--- config.mk ---
export PLATFORM = sky130hd
export DESIGN_NAME = stbs_ctrl
export DESIGN_NICKNAME = d
export VERILOG_FILES = /design/src/stbs_pkg.sv /design/src/stbs_ctrl.sv
export SDC_FILE = /design/constraint.sdc
export NUM_CORES = 1
export LEC_CHECK = 0
export ABC_AREA = 1
export BUFFER_PORTS_ARGS = -buffer_cell sky130_fd_sc_hd__buf_2
export CAP_MARGIN = 25
export CORE_AREA = 2 2 39 41
export DETAILED_ROUTE_END_ITERATION = 16
export DIE_AREA = 0 0 41 43
export PLACE_DENSITY = 0.51
export RECOVER_POWER = 100
export REMOVE_ABC_BUFFERS = 1
export SYNTH_ARGS = -nofsm -noshare
export SYNTH_HDL_FRONTEND = slang
export SYNTH_SLANG_ARGS = --single-unit
--- constraint.sdc ---
create_clock -name clk -period 1.1 [get_ports clk]
set_input_delay 0.055 -clock clk [delete_from_list [all_inputs] [get_ports clk]]
set_output_delay 0.055 -clock clk [all_outputs]
set_load 0.01 [all_outputs]
--- src/stbs_pkg.sv ---
// shared constants, types and helpers for the sorted table binary search block
package stbs_pkg;

	localparam int TABLE_DEPTH = 1024;
	localparam int WORD_WIDTH  = 32;

	localparam int ADDR_W = $clog2(TABLE_DEPTH);
	localparam int CNT_W  = $clog2(TABLE_DEPTH + 1);
	localparam int SLOT_W = 10;
	localparam int POS_W  = 10;
	localparam int VAL_W  = 32;
	localparam int CFG_W  = 11;

	localparam logic OP_LOAD   = 1'b0;
	localparam logic OP_SEARCH = 1'b1;

	typedef enum logic [1:0] {
		ST_IDLE,
		ST_START,
		ST_PROBE,
		ST_DONE
	} stbs_state_t;

	typedef struct packed {
		logic load_word;
		logic start;
		logic step;
		logic rd_en;
		logic latch;
		logic latch_found;
		logic publish;
	} stbs_cmd_t;

	typedef struct packed {
		logic empty;
		logic hit;
	} stbs_stat_t;

	// low WORD_WIDTH bits of the sign-extended input word
	function automatic logic [WORD_WIDTH-1:0] to_word(input logic [VAL_W-1:0] v);
		logic [63:0] ext;
		ext = {{(64 - VAL_W){v[VAL_W-1]}}, v};
		return ext[WORD_WIDTH-1:0];
	endfunction

endpackage

--- src/stbs_ctrl.sv ---
// search sequencer and response valid tracking
module stbs_ctrl
	import stbs_pkg::*;
(
	input  logic       clk,
	input  logic       arst_n,
	input  logic       req_valid,
	input  logic       req_opcode,
	output logic       req_ready,
	output logic       rsp_valid,
	input  logic       rsp_ready,
	input  stbs_stat_t stat,
	output stbs_cmd_t  cmd
);
	stbs_state_t state_q;
	stbs_state_t state_n;
	logic        rsp_valid_q;

	always_comb begin
		state_n = state_q;
		case (state_q)
			ST_IDLE: begin
				if (req_valid && req_opcode == OP_SEARCH) begin
					state_n = ST_START;
				end
			end
			ST_START: begin
				state_n = stat.empty ? ST_DONE : ST_PROBE;
			end
			ST_PROBE: begin
				if (stat.hit || stat.empty) begin
					state_n = ST_DONE;
				end
			end
			ST_DONE: begin
				if (!rsp_valid_q || rsp_ready) begin
					state_n = ST_IDLE;
				end
			end
			default: state_n = ST_IDLE;
		endcase
	end

	always_comb begin
		cmd       = '0;
		req_ready = 1'b0;
		case (state_q)
			ST_IDLE: begin
				req_ready     = 1'b1;
				cmd.load_word = req_valid && req_opcode == OP_LOAD;
				cmd.start     = req_valid && req_opcode == OP_SEARCH;
			end
			ST_START: begin
				cmd.rd_en = !stat.empty;
				cmd.latch = stat.empty;
			end
			ST_PROBE: begin
				// step must not depend on empty: empty is computed from the stepped bounds
				cmd.step        = !stat.hit;
				cmd.latch       = stat.hit || stat.empty;
				cmd.latch_found = stat.hit;
				cmd.rd_en       = !stat.hit && !stat.empty;
			end
			ST_DONE: begin
				cmd.publish = !rsp_valid_q || rsp_ready;
			end
			default: begin
				cmd = '0;
			end
		endcase
	end

	always_ff @(posedge clk or negedge arst_n) begin
		if (!arst_n) begin
			state_q     <= ST_IDLE;
			rsp_valid_q <= 1'b0;
		end else begin
			state_q <= state_n;
			if (cmd.publish) begin
				rsp_valid_q <= 1'b1;
			end else if (rsp_ready) begin
				rsp_valid_q <= 1'b0;
			end
		end
	end

	assign rsp_valid = rsp_valid_q;
endmodule

After elaboration in Yosys (flattened, before gate mapping)
Cells that the tools add are included.
- register bits after elaboration: 3
- bits in read-only memories: 0
- RAM bits: 0
- input bits: 7
- memories: 0
- bits in latches: 0
- divide/modulo/power cells: 0
- order comparisons: 0
- bitwise logic cells: 1
- $mul: 0
- add/sub/neg operators: 0
- reductions and logical operators: 11
- equal/unequal tests: 6
- mux-type cells: 13
- shifts and indexed selects: 0
- operators with widths (operator ; count):
    2-bit 2-to-1 mux ; 4
    2-bit case mux with 4 select lines ; 1
    1-bit 2-to-1 mux ; 7
    2-bit != test (second input constant) ; 3
    2-bit == test (second input constant) ; 2
    2-bit case mux with 2 select lines ; 1
    1-bit logical AND ; 3
    1-bit logical NOT ; 3
    3-bit AND reduction ; 1
    2-bit by 1-bit == test with 1-bit output (second input constant) ; 1
    2-bit logical NOT ; 1
    1-bit logical OR ; 2
    2-bit nonzero test ; 1
    1-bit inverter ; 1

Logic depth before layout (Yosys ltp)
- word-level depth: 4
- mapped depth: 7

Worst setup path before layout
No wires, ideal clock.
- kind: reg-to-output
- start: register state_q[0]
- end: output cmd[3] (netlist name)
- setup slack: -0.101 ns
- arrival time: 1.146 ns
- cell stages (with the launch flop): 7
- cells stage by stage: dfrtp_1 -> inv_1 -> ha_1 -> nand2_2 -> inv_2 -> nor2_1 -> nor3_1
- RTL lines (element ; RTL line ; RTL):
    start: declaration ; stbs_ctrl.sv:15 ; stbs_state_t state_q;
    start signal: assignment ; stbs_ctrl.sv:78 ; state_q <= state_n;
    end: declaration ; stbs_ctrl.sv:13 ; output stbs_cmd_t cmd

==> results.md <==
* Status: finished with violations
* Failing checks: negative setup slack
* Overall Global Routing Usage at 10.4%
* Yosys cell types at 12
* Total clock sinks at 3
* Antenna Nets Post-Route at 0
* Core Box Area at about 1400 um^2
* Vias in the first global route at 334
* Sw power at 0.000767 W
* Row count at 14
* Setup ws final at -266 ps
* Hold worst-path end: rsp_valid$_DFFE_PN0P_
* Layout cell share with drive strength beyond 1 at between 60% and 70%
* Number of placed I/O pins at 16
* Htree depth at 1
* Largest net degree at the start of global routing at 6
* Worst-path clk slew at 40 ps
* DRC at 0
* Max-cap violations at 0
* Avg Cell Area, Syn at between 6 and 7 um^2
* Chip Height at 43 um
* Via density at 4.21
* Final setup violation count at 9
* Sw frac at 44.0%
* RSZ-0062 raised after global routing: yes
* Slew HR at 86.9%
* FF-to-FF End: state_q[0]$_DFFE_PN0P_
* HP Class: input pin to flop
* Max VDD drop at 0.00103 V
* Antenna violations before repair at 0
* Worst Path Class, Setup: flop to output port
* Hold path start: rsp_ready
* Pint at 0.000976 W
* Setup TNS at -1430 ps
* Reg2reg start: state_q[1]$_DFFE_PN0P_
* Final core occ at 43.6%
* Routed len/inst at 8.51 um
* Port buffer count at 15
* Fmax at 732 MHz
* Sequential power share at 13.2%
* Worst-Margin Slew at 196 ps
* Final Hold Viols at 0
* DR vias at ~390
* Max-slew violation count at 0
* Area added between synthesis and finish at 109%
* Total routed wirelength at 783 um
* Initial Util at 20.9%
* Antenna diodes at 0
* R2R setup slack at -110 ps
* Skew-Pair Late Insertion Delay at 230 ps
* Placed Cells incl. Taps at just under 80
* Total gr overflow at 0
* R2R cell count at 7
* Clock buffer depth at 2
* Mapped Area at 289 um^2
* Cts bufs inserted at 3
* Nets at 88
* Seq cells post-synth at 3
* Yosys warnings at 0
* Clock Power Share at a little over a tenth
* DIE AREA at 1760 um^2
* Sequential share of the synthesized area at 26.0%
* Required time of the critical path at 1040 ps
* Gpl congestion at around 0.7
* Detailed placement HPWL at 550 um
* Post-route non-filler standard cell count at 92
* Crit path DAT at ~1300 ps
* LEAKAGE at about 0.33 nW
* Worst-path fanout max at 3
* Drt pass-1 iters at 4
* Tmin final at roughly 1400 ps
* WHS Path Cells at 4
* Cells after synthesis at 46
* First-pass GRT wire length at 1240 um
* Clk_skew at 0.910 ps
* Setup crit start kind: flop
* Final period util at 124%
* TritonCTS clock tree: done
* Pwr Density at 2890 nW/um^2
* Comb pwr share at 75.9%
* Commonest non-fill, non-tap cells in the layout: nand2_1, buf_2, buf_4
* Detailed router's first-iteration violation count at 2
* Die Span X at 41 um
* CP Capture Type: output port
* Root Driver: clkbuf_4
[worst max-delay path: stages (launching register included)]
cell and delay [ps]:
dfrtp_1 380, inv_2 70, buf_4 140, ha_4 150, o21ai_1 140, a21oi_2 60
buf_2 130
[cell type report]
type,count,area (um^2)
clock buffer,4,26.3
inverter,9,33.8
sequential,3,75.1
multi-input combinational,34,278
tap,16,20.0
fill,148,781
timing repair buffer,26,170
[stage by stage]
stage / setup WS [ps] / instance area [um^2] / hold WS (ps) / total power (W)
2_1_floorplan: -101 / 289 / -241 / 0.000718
3_3_place_gp: -106 / 392 / -149 / 0.000959
3_5_place_dp: -128 / 392 / -146 / 0.000966
4_1_cts: -258 / 539 / 97.6 / 0.00155
5_1_grt: -400 / 603 / 115 / 0.00192
6_report: -266 / 603 / 110 / 0.00174
[state kept, by name, indices dropped and copies added, names as in the netlist]
register,count
rsp_valid,1
state_q,2
[Yosys cell counts, drive strengths merged]
library cell  instances  area, um^2
nand4                 1        6.26
ha                    4        50.1
dfrtp                 3        75.1
a21oi                 2        10.0
nor3                  1        5.00
nand2                15        61.3
o21ai                 1        5.00
nor2                  6        22.5
inv                   9        33.8
nand3                 4        20.0
[timing repair]
action | 4_1_cts | 5_1_grt
endpoints found under the hold margin | 3 | 0
pin swaps | 4 | 4
endpoints found under the setup margin | 10 | 10
hold buffers | 1 | 0
gates resized for setup | 14 | 15
buffers inserted | 7 | 2
[worst max path at each step]
stage,startpoint,depth (start not counted),end,slack (ps)
4_1_cts,state_q[1]$_DFFE_PN0P_,6,cmd[2],-260
6_report,state_q[1]$_DFFE_PN0P_,6,cmd[2],-270
5_1_grt,state_q[0]$_DFFE_PN0P_,7,cmd[3],-400
3_3_place_gp,state_q[0]$_DFFE_PN0P_,7,cmd[3],-110
3_5_place_dp,state_q[0]$_DFFE_PN0P_,7,cmd[3],-130
2_1_floorplan,state_q[0]$_DFFE_PN0P_,6,cmd[3],-100
[logic make-up after synthesis]
logic type                 count (synthesis)  share of synthesized area (%)
and+or+nand+nor                           27                           39.8
adders and majority gates                  4                           17.3
DFF                                        3                           26.0
buffers and inverters                      9                           11.7
AOI/OAI and AO/OA                          3                           5.19
[layer usage]
metal	global-route usage, %	part of all wire (%)
met5	0	0
met4	6.00	0
met3	3.14	5.6
met2	15.9	55
met1	12.0	39
[power groups by stage]
stage / Sequential [W] / Clock, W / Combinational (W)
finish: 0.000229 / 0.000190 / 0.00132
global route: 0.000238 / 0.000218 / 0.00147
CTS: 0.000228 / 0.000199 / 0.00112
detailed placement: 0.000236 / 0 / 0.000730
global placement: 0.000234 / 0 / 0.000726
floorplan: 0.000233 / 0 / 0.000485
No activity file was read; power rests on OpenSTA's default activity.
